### src/rtl/core/i2cbs_pkg.sv
// Shared types and constants for the I2C master bit sequencer.
`default_nettype none
package i2cbs_pkg;

  typedef enum logic [2:0] {
    REQ_INIT    = 3'd0,
    REQ_START   = 3'd1,
    REQ_RESTART = 3'd2,
    REQ_STOP    = 3'd3,
    REQ_ACK     = 3'd4,
    REQ_NACK    = 3'd5,
    REQ_WRITE   = 3'd6,
    REQ_READ    = 3'd7
  } req_t;

  localparam int unsigned PHASE_W  = 5;
  localparam int unsigned HOLD_W   = 10;
  localparam int unsigned DELAY_W  = 8;
  localparam int unsigned BYTE_W   = 8;

  localparam logic [DELAY_W-1:0] DELAY_RESET = 8'd5;
  localparam logic [2:0]         LAST_BIT    = 3'd7;
  localparam logic [1:0]         LAST_SUB    = 2'd2;
  localparam logic [PHASE_W-1:0] WR_ACK_LOW  = 5'd24;
  localparam logic [PHASE_W-1:0] WR_ACK_HIGH = 5'd25;
  localparam logic [PHASE_W-1:0] MAX_PHASE   = 5'd25;

  // One line phase as it leaves the generator
  typedef struct packed {
    logic              scl;
    logic              sda;
    logic [HOLD_W-1:0] hold;
    logic              smp;
    logic [BYTE_W-1:0] rx;
    logic              ack;
    logic              last;
  } phase_t;

endpackage
`default_nettype wire

### src/rtl/core/i2cbs_phase_gen.sv
// Combinational decode of one line phase from command and phase position.
`default_nettype none
module i2cbs_phase_gen (
  input  wire i2cbs_pkg::req_t                  req,
  input  wire logic [i2cbs_pkg::PHASE_W-1:0]    phase,
  input  wire logic [1:0]                       sub,
  input  wire logic [2:0]                       bit_idx,
  input  wire logic [i2cbs_pkg::BYTE_W-1:0]     tx_byte,
  input  wire logic [i2cbs_pkg::BYTE_W-1:0]     slave_bits,
  input  wire logic                             sda_now,
  input  wire logic [i2cbs_pkg::DELAY_W-1:0]    delay_unit,
  output i2cbs_pkg::phase_t                     ph
);

  logic [i2cbs_pkg::HOLD_W-1:0] hold_x1;
  logic [i2cbs_pkg::HOLD_W-1:0] hold_x2;
  logic [i2cbs_pkg::HOLD_W-1:0] hold_x4;
  logic                         tx_bit;

  assign hold_x1 = {2'b00, delay_unit};
  assign hold_x2 = {1'b0, delay_unit, 1'b0};
  assign hold_x4 = {delay_unit, 2'b00};
  assign tx_bit  = tx_byte[i2cbs_pkg::LAST_BIT - bit_idx];

  always_comb begin
    ph      = '0;
    ph.scl  = 1'b1;
    ph.sda  = 1'b1;
    ph.hold = hold_x1;
    case (req)
      i2cbs_pkg::REQ_INIT: begin
        ph.hold = '0;
        ph.last = 1'b1;
      end
      i2cbs_pkg::REQ_START: begin
        ph.sda  = (phase[0] == 1'b0);
        ph.last = phase[0];
      end
      i2cbs_pkg::REQ_RESTART: begin
        case (phase[1:0])
          2'd0: begin ph.scl = 1'b0; ph.sda = sda_now; end
          2'd1: begin ph.scl = 1'b0; end
          2'd2: begin end
          default: begin ph.sda = 1'b0; ph.last = 1'b1; end
        endcase
      end
      i2cbs_pkg::REQ_STOP: begin
        case (phase[1:0])
          2'd0: begin ph.scl = 1'b0; ph.sda = sda_now; end
          2'd1: begin ph.scl = 1'b0; ph.sda = 1'b0; end
          2'd2: begin ph.sda = 1'b0; end
          default: begin ph.last = 1'b1; end
        endcase
      end
      i2cbs_pkg::REQ_ACK, i2cbs_pkg::REQ_NACK: begin
        // ack drives low, nack leaves the line released
        case (phase[1:0])
          2'd0: begin ph.scl = 1'b0; ph.sda = sda_now; ph.hold = hold_x2; end
          2'd1: begin
            ph.scl  = 1'b0;
            ph.sda  = (req == i2cbs_pkg::REQ_NACK);
            ph.hold = hold_x2;
          end
          default: begin
            ph.sda  = (req == i2cbs_pkg::REQ_NACK);
            ph.hold = hold_x4;
            ph.last = 1'b1;
          end
        endcase
      end
      i2cbs_pkg::REQ_WRITE: begin
        if (phase == i2cbs_pkg::WR_ACK_LOW) begin
          ph.scl = 1'b0;
        end else if (phase == i2cbs_pkg::WR_ACK_HIGH) begin
          ph.smp  = 1'b1;
          ph.ack  = slave_bits[0];
          ph.last = 1'b1;
        end else begin
          case (sub)
            2'd0:    begin ph.scl = 1'b0; ph.sda = sda_now; end
            2'd1:    begin ph.scl = 1'b0; ph.sda = tx_bit; end
            default: begin ph.sda = tx_bit; end
          endcase
        end
      end
      i2cbs_pkg::REQ_READ: begin
        case (sub)
          2'd0: begin ph.scl = 1'b0; end
          2'd1: begin ph.smp = 1'b1; end
          default: begin
            if (bit_idx == i2cbs_pkg::LAST_BIT) begin
              ph.rx   = slave_bits;
              ph.last = 1'b1;
            end
          end
        endcase
      end
      default: begin
        ph.last = 1'b1;
      end
    endcase
  end

endmodule
`default_nettype wire

### src/rtl/core/i2c_master_bit_sequencer.sv
// Top level of the I2C master bit sequencer: command register, phase walk, result register.
// Usage:
//   Input channel (in_valid/in_ready) takes one command beat: in_req_type selects
//   init, start, restart, stop, ack, nack, write byte or read byte; in_tx_byte is the
//   byte to send and in_slave_bits the levels the slave drives.
//   Output channel (out_valid/out_ready) gives one beat per line phase: SCL/SDA levels,
//   hold time in delay units, sample mark, received byte, ack level and last mark.
//   cfg_we/cfg_wdata write the delay unit; write only while the block is idle.
// Throughput: one phase beat per cycle while out_ready is high. A command gives one beat
//   per phase (init 1, start 2, restart/stop 4, ack/nack 3, read 24, write 26); the
//   phase counter walks the command register through those phases. The next command is
//   taken in the cycle its predecessor's last phase moves to the result register.
// Path: a beat enters the command register; its phases leave via the result register.
// Stall: when out_ready is low the result register holds its beat and the phase walk
//   pauses; one command waits in the command register meanwhile.
// Reset: clears both channels, sets the delay unit to 5 and the SDA level to released.
`default_nettype none
module i2c_master_bit_sequencer (
  input  wire logic       clk,
  input  wire logic       rst_n,
  input  wire logic       cfg_we,
  input  wire logic [7:0] cfg_wdata,
  input  wire logic       in_valid,
  output logic            in_ready,
  input  wire logic [2:0] in_req_type,
  input  wire logic [7:0] in_tx_byte,
  input  wire logic [7:0] in_slave_bits,
  output logic            out_valid,
  input  wire logic       out_ready,
  output logic            out_scl_level,
  output logic            out_sda_level,
  output logic [9:0]      out_hold_units,
  output logic            out_sample_point,
  output logic [7:0]      out_rx_byte,
  output logic            out_ack_seen,
  output logic            out_last_phase
);

  logic [i2cbs_pkg::DELAY_W-1:0] delay_unit_r;
  logic                          sda_now_r;

  logic                          cmd_valid_r;
  i2cbs_pkg::req_t               cmd_req_r;
  logic [i2cbs_pkg::BYTE_W-1:0]  cmd_tx_r;
  logic [i2cbs_pkg::BYTE_W-1:0]  cmd_sb_r;
  logic [i2cbs_pkg::PHASE_W-1:0] phase_r, phase_nxt;
  logic [1:0]                    sub_r, sub_nxt;
  logic [2:0]                    bit_r, bit_nxt;

  logic                          out_valid_r;
  i2cbs_pkg::phase_t             out_r;

  i2cbs_pkg::phase_t             ph;
  logic                          gen_fire;
  logic                          in_fire;

  i2cbs_phase_gen u_phase_gen (
    .req        (cmd_req_r),
    .phase      (phase_r),
    .sub        (sub_r),
    .bit_idx    (bit_r),
    .tx_byte    (cmd_tx_r),
    .slave_bits (cmd_sb_r),
    .sda_now    (sda_now_r),
    .delay_unit (delay_unit_r),
    .ph         (ph)
  );

  assign gen_fire = cmd_valid_r && (!out_valid_r || out_ready);
  assign in_ready = !cmd_valid_r || (gen_fire && ph.last);
  assign in_fire  = in_valid && in_ready;

  always_comb begin
    phase_nxt = phase_r + 5'd1;
    sub_nxt   = sub_r + 2'd1;
    bit_nxt   = bit_r;
    if (sub_r == i2cbs_pkg::LAST_SUB) begin
      sub_nxt = 2'd0;
      bit_nxt = bit_r + 3'd1;
    end
  end

  always_ff @(posedge clk) begin
    if (!rst_n) begin
      delay_unit_r <= i2cbs_pkg::DELAY_RESET;
    end else if (cfg_we) begin
      delay_unit_r <= cfg_wdata;
    end
  end

  always_ff @(posedge clk) begin
    if (!rst_n) begin
      cmd_valid_r <= 1'b0;
      phase_r     <= '0;
      sub_r       <= '0;
      bit_r       <= '0;
    end else if (in_fire) begin
      cmd_valid_r <= 1'b1;
      phase_r     <= '0;
      sub_r       <= '0;
      bit_r       <= '0;
    end else if (gen_fire) begin
      if (ph.last) begin
        cmd_valid_r <= 1'b0;
      end else begin
        phase_r <= phase_nxt;
        sub_r   <= sub_nxt;
        bit_r   <= bit_nxt;
      end
    end
  end

  always_ff @(posedge clk) begin
    if (in_fire) begin
      cmd_req_r <= i2cbs_pkg::req_t'(in_req_type);
      cmd_tx_r  <= in_tx_byte;
      cmd_sb_r  <= in_slave_bits;
    end
  end

  // line state follows generation order, which is also beat order
  always_ff @(posedge clk) begin
    if (!rst_n) begin
      sda_now_r   <= 1'b1;
      out_valid_r <= 1'b0;
    end else if (gen_fire) begin
      sda_now_r   <= ph.sda;
      out_valid_r <= 1'b1;
    end else if (out_ready) begin
      out_valid_r <= 1'b0;
    end
  end

  always_ff @(posedge clk) begin
    if (gen_fire) begin
      out_r <= ph;
    end
  end

  assign out_valid        = out_valid_r;
  assign out_scl_level    = out_r.scl;
  assign out_sda_level    = out_r.sda;
  assign out_hold_units   = out_r.hold;
  assign out_sample_point = out_r.smp;
  assign out_rx_byte      = out_r.rx;
  assign out_ack_seen     = out_r.ack;
  assign out_last_phase   = out_r.last;

`ifndef ASSERT_OFF
  a_phase_range: assert property (@(posedge clk) disable iff (!rst_n)
    cmd_valid_r |-> (phase_r <= i2cbs_pkg::MAX_PHASE))
    else $error("phase counter past the longest command");

  a_sub_range: assert property (@(posedge clk) disable iff (!rst_n)
    cmd_valid_r |-> (sub_r != 2'd3))
    else $error("bit sub-phase out of range");

  a_cmd_kept: assert property (@(posedge clk) disable iff (!rst_n)
    (gen_fire && !ph.last) |=> cmd_valid_r)
    else $error("command dropped before its last phase");

  a_sample_high: assert property (@(posedge clk) disable iff (!rst_n)
    (out_valid_r && out_sample_point) |-> out_scl_level)
    else $error("sample point outside an SCL high phase");

  a_no_gen_stalled: assert property (@(posedge clk) disable iff (!rst_n)
    (out_valid_r && !out_ready) |=> $stable(out_r))
    else $error("result register changed while stalled");
`endif

endmodule
`default_nettype wire
### config.mk
export PLATFORM = sky130hd
export DESIGN_NAME = i2c_master_bit_sequencer
export DESIGN_NICKNAME = d
export VERILOG_FILES = /design/src/rtl/core/i2cbs_pkg.sv /design/src/rtl/core/i2cbs_phase_gen.sv /design/src/rtl/core/i2c_master_bit_sequencer.sv
export SDC_FILE = /design/constraint.sdc
export NUM_CORES = 1
export LEC_CHECK = 0
export BUFFER_PORTS_ARGS = -buffer_cell sky130_fd_sc_hd__buf_2
export CORE_UTILIZATION = 59
export DETAILED_ROUTE_END_ITERATION = 7
export PLACE_DENSITY = 0.86
export SLEW_MARGIN = 20
export SYNTH_ARGS = -nofsm -noshare
export SYNTH_HDL_FRONTEND = slang
export SYNTH_SLANG_ARGS = --single-unit
### constraint.sdc
create_clock -name clk -period 4.9 [get_ports clk]
set_clock_uncertainty 0.05 [all_clocks]
set_input_delay 0.735 -clock clk [delete_from_list [all_inputs] [get_ports clk]]
set_output_delay 0.735 -clock clk [all_outputs]
set_load 0.05 [all_outputs]
=== Word level (Yosys, flattened, before mapping) ===
Cells that the tools add are included.

* Logic and storage cells: 100
* Input bits: 32
* Output and inout bits: 25
* Register bits: 63

* Bitwise gates (word level): 7
* Multiplexer cells: 31
* Add/sub/neg operators: 4
* Equal/unequal tests: 14
* Reductions and logical operators: 26
* Order comparisons: 1

{| class="wikitable"
|+ Operator list
! cell !! count
|-
| 11-bit case mux with 2 select lines || 1
|-
| 1-bit 2-to-1 mux || 20
|-
| 10-bit case mux with 2 select lines || 1
|-
| 3-bit == test, second input constant || 5
|-
| 2-bit OR reduction || 6
|-
| 5-bit == test, second input constant || 2
|-
| 4-bit OR reduction || 2
|-
| 1-bit NOT || 7
|-
| 3-bit by 2-bit == test with 1-bit output, second input constant || 2
|-
| 1-bit case mux with 2 select lines || 3
|-
| 1-bit case mux with 6 select lines || 1
|-
| 2-bit nonzero test || 3
|-
| 3-bit OR reduction || 2
|-
| 5-bit by 1-bit adder with 5-bit output, second input constant || 1
|-
| 1-bit case mux with 5 select lines || 1
|-
| 2-bit by 1-bit == test with 1-bit output, second input constant || 2
|-
| 2-bit == test, second input constant || 2
|-
| 2-bit logical NOT || 2
|-
| 3-bit by 4-bit less-than comparator with 1-bit output, second input constant || 1
|-
| 2-bit 2-to-1 mux || 2
|-
| 2-bit AND reduction || 2
|-
| 3-bit by 1-bit adder with 3-bit output, second input constant || 1
|-
| 1-bit binary-select mux with 3-bit select || 1
|-
| 3-bit by 1-bit == test with 1-bit output, second input constant || 1
|-
| other kinds (8) || 12
|}

=== Longest topological paths before layout ===
* Depth after elaboration: 9
* Gate-level depth with buffers: 7
* Gate-level depth less buffers: 6

=== By module ===
From an unflattened synthesis, not the netlist that was laid out.

* Cells, all modules: 231
* Area, all modules: 2839.0 um^2

{| class="wikitable"
|+ By module, submodules not included
! module !! instances !! cells each !! seq. area each (um^2) !! area each (um^2)
|-
| i2c_master_bit_sequencer || 1 || 139 || 1681.6 || 2213.4
|-
| i2cbs_phase_gen || 1 || 92 || 0.0 || 625.6
|}

=== Worst setup path after synthesis ===
Ideal clock, no wire load.

* Path type: reg-to-reg
* From: reg phase_r[0] (netlist name)
* To: reg cmd_req_r[0] (enable)
* Setup time: 401 ps
* Path buffers: 1
* Setup slack: 1732 ps
* Period minus slack after synthesis: 3168 ps
* Data arrival time: 2716 ps
* Required time: 4449 ps
* Cell stages (with the launch flop): 8
* Cells stage by stage: dfxtp_1 > inv_1 > ha_1 > o21a_1 > o32ai_1 > buf_4 > o21ai_0 > a21oi_1

* Word-level cells in the longest chain between the ends: 7
* Elaborated cells between the ends (all ways): 15
* Those cells by class: eq/ne (4); mux (5); reduce/logical (6)

{| class="wikitable"
|+ RTL lines
! element !! line !! source
|-
| start, declared || i2c_master_bit_sequencer.sv:46 || <nowiki>logic [i2cbs_pkg::PHASE_W-1:0] phase_r, phase_nxt;</nowiki>
|-
| start signal, assigned || i2c_master_bit_sequencer.sv:106 || <nowiki>phase_r <= phase_nxt;</nowiki>
|-
| 5-bit == test (tied with other cells) || i2cbs_phase_gen.sv:74 || <nowiki>end else if (phase == i2cbs_pkg::WR_ACK_HIGH) begin</nowiki>
|-
| 1-bit 2-to-1 mux (tied with other cells) || i2cbs_phase_gen.sv:74 ||
|-
| 1-bit 2-to-1 mux, on equally long branches || -- ||
|-
| 1-bit case mux with 6 select lines * || i2cbs_phase_gen.sv:30 || <nowiki>case (req)</nowiki>
|-
| 1-bit logical AND * || i2c_master_bit_sequencer.sv:70 || <nowiki>assign in_ready = !cmd_valid_r || (gen_fire && ph.last);</nowiki>
|-
| 1-bit logical OR * || i2c_master_bit_sequencer.sv:70 ||
|-
| 1-bit logical AND * || i2c_master_bit_sequencer.sv:71 || <nowiki>assign in_fire = in_valid && in_ready;</nowiki>
|-
| via in_fire || i2c_master_bit_sequencer.sv:55 || <nowiki>logic in_fire;</nowiki>
|-
| end signal, assigned || i2c_master_bit_sequencer.sv:115 || <nowiki>cmd_req_r <= i2cbs_pkg::req_t'(in_req_type);</nowiki>
|-
| end, declared || i2c_master_bit_sequencer.sv:43 || <nowiki>i2cbs_pkg::req_t cmd_req_r;</nowiki>
|}

The timed path passes the listed nets; every way through them passes the cells marked *.
A chain may end at the register's enable or synchronous reset.

=== Final worst setup path ===
* From: reg phase_r[0] (netlist name)
* To: out in_ready

* Word-level cells in the longest chain between the ends: 6
* Elaborated cells between the ends (all ways): 14
* Those cells by class: eq/ne (4); mux (5); reduce/logical (5)

{| class="wikitable"
|+ RTL lines
! element !! line !! source
|-
| 5-bit == test (tied with other cells) || i2cbs_phase_gen.sv:74 ||
|-
| 1-bit 2-to-1 mux (tied with other cells) || i2cbs_phase_gen.sv:74 ||
|-
| 1-bit 2-to-1 mux, on equally long branches || -- ||
|-
| 1-bit case mux with 6 select lines * || i2cbs_phase_gen.sv:30 ||
|-
| 1-bit logical AND * || i2c_master_bit_sequencer.sv:70 ||
|-
| 1-bit logical OR * || i2c_master_bit_sequencer.sv:70 ||
|-
| end, declared || i2c_master_bit_sequencer.sv:24 || <nowiki>output logic in_ready,</nowiki>
|}

Mark *: on every way between the ends. The rest lies on a longest branch, timed or not.

==> metrics.log <==
[metrics] run status: complete, no violations
[metrics] most congested layer reported by global routing: met2
[metrics] number of sinks handled by clock tree synthesis: 63
[metrics] Clk Latency, worst-skew pair: around 330 ps
[metrics] Switching Fraction: 25.2%
[metrics] first-pass GRT wire length: 8380 um
[metrics] clock transition at the registers of the reported paths: 70 ps
[metrics] post-CTS repair timing setup buffer count: 0
[metrics] sequence of cells on the critical path: inv_1 -> ha_1 -> o21a_1 -> o32ai_1 -> buf_4 -> o21ai_0 -> nand2_1 -> buf_2
[metrics] final count of pins violating max slew: 0
[metrics] setup repair after global routing missed its margin: false
[metrics] H-tree depth: 3
[metrics] global router's overall resource usage: 21.6%
[metrics] signed area change from the synthesized netlist to the final layout: 16.6%
[metrics] Crit Path Max Fanout: 13
[metrics] die outline width: about 72 um
[metrics] CTS Buffer Depth: 2
[metrics] final antenna-violating net count: 0
[metrics] transition time of the tightest slew-check pin: 1030 ps
[metrics] net switching power: ~0.00031 W
[metrics] Min-Delay Path Class: register to register
[metrics] estimated wirelength of the detail-placed design: 3520 um
[metrics] FF+latch count, synth: 63
[metrics] count of cells along the worst register-to-register path: 7
[metrics] number of buffers added to fix hold violations after cts: 0
[metrics] slowest CP cell: sky130_fd_sc_hd__dfxtp_1
[metrics] initial antenna violation count: 0
[metrics] combinational cell fraction of total power: 12.0%
[metrics] starting density of the core: 61.6%
[metrics] critical path data required time: 4120 ps
[metrics] DRC violations left: 0
[metrics] peak supply drop: 0.216 mV
[metrics] number of unique standard cell types used by synthesis: 53
[metrics] final worst path period share: between 60% and 70%
[metrics] minimum period implied by the final worst setup slack: 3300 ps
[metrics] most frequently used flop master after synthesis: sky130_fd_sc_hd__edfxtp_1
[metrics] number of search-and-repair iterations in the first detailed-routing pass: 4
[metrics] M3 GR Usage: between 6 and 7%
[metrics] Resized cells post-CTS: 0
[metrics] routed length per placed instance: 14.4 um
[metrics] clock network fraction of total power: between 30% and 40%
[metrics] final setup violation count: 0
[metrics] Max Freq: 0.303 GHz
[metrics] TritonCTS clock tree: done
[metrics] share of the yosys chip area belonging to registers: approximately 58%
[metrics] number of enable flip-flop cells after synthesis: 42
[metrics] core area: 4720 sq um
[metrics] cells taking the most area after synthesis: sky130_fd_sc_hd__edfxtp_1 43%, sky130_fd_sc_hd__dfxtp_1 14%, sky130_fd_sc_hd__mux2i_1 4.1%
[metrics] Synthesized Nets: between 200 and 300
[metrics] Internal: 0.000932 W
[metrics] Setup crit start kind: register
[metrics] Final Hold Fails: 0
[metrics] die boundary height: 72.2 um
[metrics] Critical Path End Type: output pin
[metrics] fin nets: roughly 320
[metrics] kind of critical path: register to output pin
[metrics] placed cell areas: 3180 sq um
[metrics] Critical Path AT: 2510 ps
[metrics] number of standard-cell rows in the floorplan: 25
[metrics] gr ovfl total: 0
[metrics] Worst slew margin: 31.5%
[metrics] async set-or-reset flop fraction in the synthesized netlist: 0%
[metrics] final weighted congestion in routability-driven placement: 0.840
[metrics] number of violations of the max-capacitance limit: 0
[metrics] die area: roughly 5200 sq um
[metrics] post-synth top area share: 43.4%
[metrics] maximum number of pins on one net before global-route repair: 30
[metrics] Hold Path Cell Cnt: 1
[metrics] GR met2 Demand/Resource: 34.4%
[metrics] most frequent cells in the layout: 56 x sky130_fd_sc_hd__buf_2, 42 x sky130_fd_sc_hd__edfxtp_1, 21 x sky130_fd_sc_hd__dfxtp_1
[metrics] number of inserted diodes: 0
[metrics] DR vias/cell: 5.70
[metrics] proportion of power drawn by flip-flops and latches: 49.9%
[metrics] Synthesis Warnings: 0
[metrics] synthesized cell area: 2910 sq um
[metrics] cell type with the largest total area after synthesis: sky130_fd_sc_hd__edfxtp_1
[metrics] filler cell count: 348
[metrics] proportion of layout cells with a drive suffix above 1: 29.8%
[metrics] top-level I/O count: 57
[metrics] via count of the first global-routing pass: 1851
[metrics] clock root cell: sky130_fd_sc_hd__clkbuf_8
[metrics] syn avg cell area: 12.7 sq um
[metrics] cell leakage power: 1.30 nW
[metrics] delay of the slowest critical-path stage: 490 ps
[metrics] overall via count from detail_route: 2028
[metrics] First DRT Iteration DRCs: 172
[metrics] wire length after detailed routing: 5120 um
[metrics] pwr dens: 367 nW/um^2
[metrics] utilization after layout: 71.8%
[metrics] Port Buf Inserts: 56
[metrics] final total negative setup slack: 0 ps
[metrics] area of all placed cells without fillers: 3390 sq um
[metrics] number of standard cells after synthesis: 229
[metrics] leading cell type in the layout, fill and taps excluded: sky130_fd_sc_hd__buf_2
[metrics] met1 track demand over resource in global routing: 26.7%
[metrics] clock buffers created by TritonCTS: 9
[final cells by class]
type	count	area (sq um)	area share (%)
Timing Repair Buffer	57	288	8.48
Inverter	13	48.8	1.44
Multi-Input combinational cell	140	1080	31.8
Clock buffer	10	128	3.76
Sequential cell	63	1680	49.6
Clock inverter	6	85.1	2.51
Tap cell	67	83.8	2.47
[power by group through the flow]
stage / Sequential [W] / Clock, W / Combinational, W
global route: 0.000625 / 0.000513 / 0.000160
finish: 0.000622 / 0.000475 / 0.000150
CTS: 0.000622 / 0.000485 / 0.000150
global placement: 0.000632 / 0 / 0.000147
detailed placement: 0.000633 / 0 / 0.000150
floorplan: 0.000677 / 0 / 0.0000699
[per-stage QoR]
stage	instances	setup slack, ps	power [W]	hold slack (ps)
final	356	1600	0.00125	467
after detailed placement	340	1880	0.000783	455
after global placement	340	2030	0.000780	449
after global routing	356	1410	0.00130	481
after CTS	356	1600	0.00126	473
after floorplan	229	1730	0.000747	421
[critical path: cells and delay by family (launching register included)]
kind	cells	cell delay, ps
buffers and inverters	3	600
flip-flops	1	490
AO/OA/AOI/OAI	3	680
adder cells (fa/ha/maj)	1	300
AND/OR/NAND/NOR	1	110
[cell usage after synthesis, drive strengths merged, types with 2 or more instances]
cell type	count
o31ai	8
buf	6
a21oi	5
o21a	2
nand2	8
nand4	7
a22o	2
nand4b	3
nand3	4
ha	6
o41ai	2
clkbuf	7
a211oi	11
and2	10
nor3b	3
o21ai	6
a31oi	2
inv	13
a222oi	6
nor2	4
nand2b	2
mux2i	12
nor3	3
or2	2
or4	3
nor2b	10
and2b	2
edfxtp	42
a2111oi	2
dfxtp	21
[sequential cells by signal, indices dropped and copies added, names as in the netlist]
signal and flops:
sub_r 2, out_sample_point 1, out_hold_units 10, cmd_valid_r 1, phase_r 5, out_scl_level 1
out_rx_byte 8, sda_now_r 1, out_last_phase 1, out_sda_level 1, cmd_tx_r 8, bit_r 3
cmd_sb_r 8, delay_unit_r 8, out_ack_seen 1, cmd_req_r 3, out_valid 1
[kinds of logic after synthesis]
| group | after synthesis | synth area share (%) |
|---|---|---|
| flops | 63 | 57.8 |
| mux | 13 | 4.90 |
| simple gates | 67 | 14.5 |
| compound gates | 54 | 14.9 |
| fa+ha+maj | 6 | 2.58 |
| buf+inv | 26 | 5.25 |
[routing by layer]
layer / share of wire [%] / up-vias
met2: 49 / 67
met5: 0 / -
met1: 43 / 946
met4: 1.6 / 0
met3: 5.9 / 10
li1: - / 1005
[final timing paths]
path / slack, ps / start / to
worst max-delay path: 1600 / phase_r[0]$_SDFFE_PP0P_ / in_ready
worst min-delay path: 470 / cmd_sb_r[3]$_DFFE_PP_ / out_rx_byte[3]$_SDFFCE_PP0P_
worst max register to register: 1850 / phase_r[0]$_SDFFE_PP0P_ / cmd_sb_r[7]$_DFFE_PP_
worst min register to register: 470 / cmd_sb_r[3]$_DFFE_PP_ / out_rx_byte[3]$_SDFFCE_PP0P_
(Power assumes the default switching activity.)
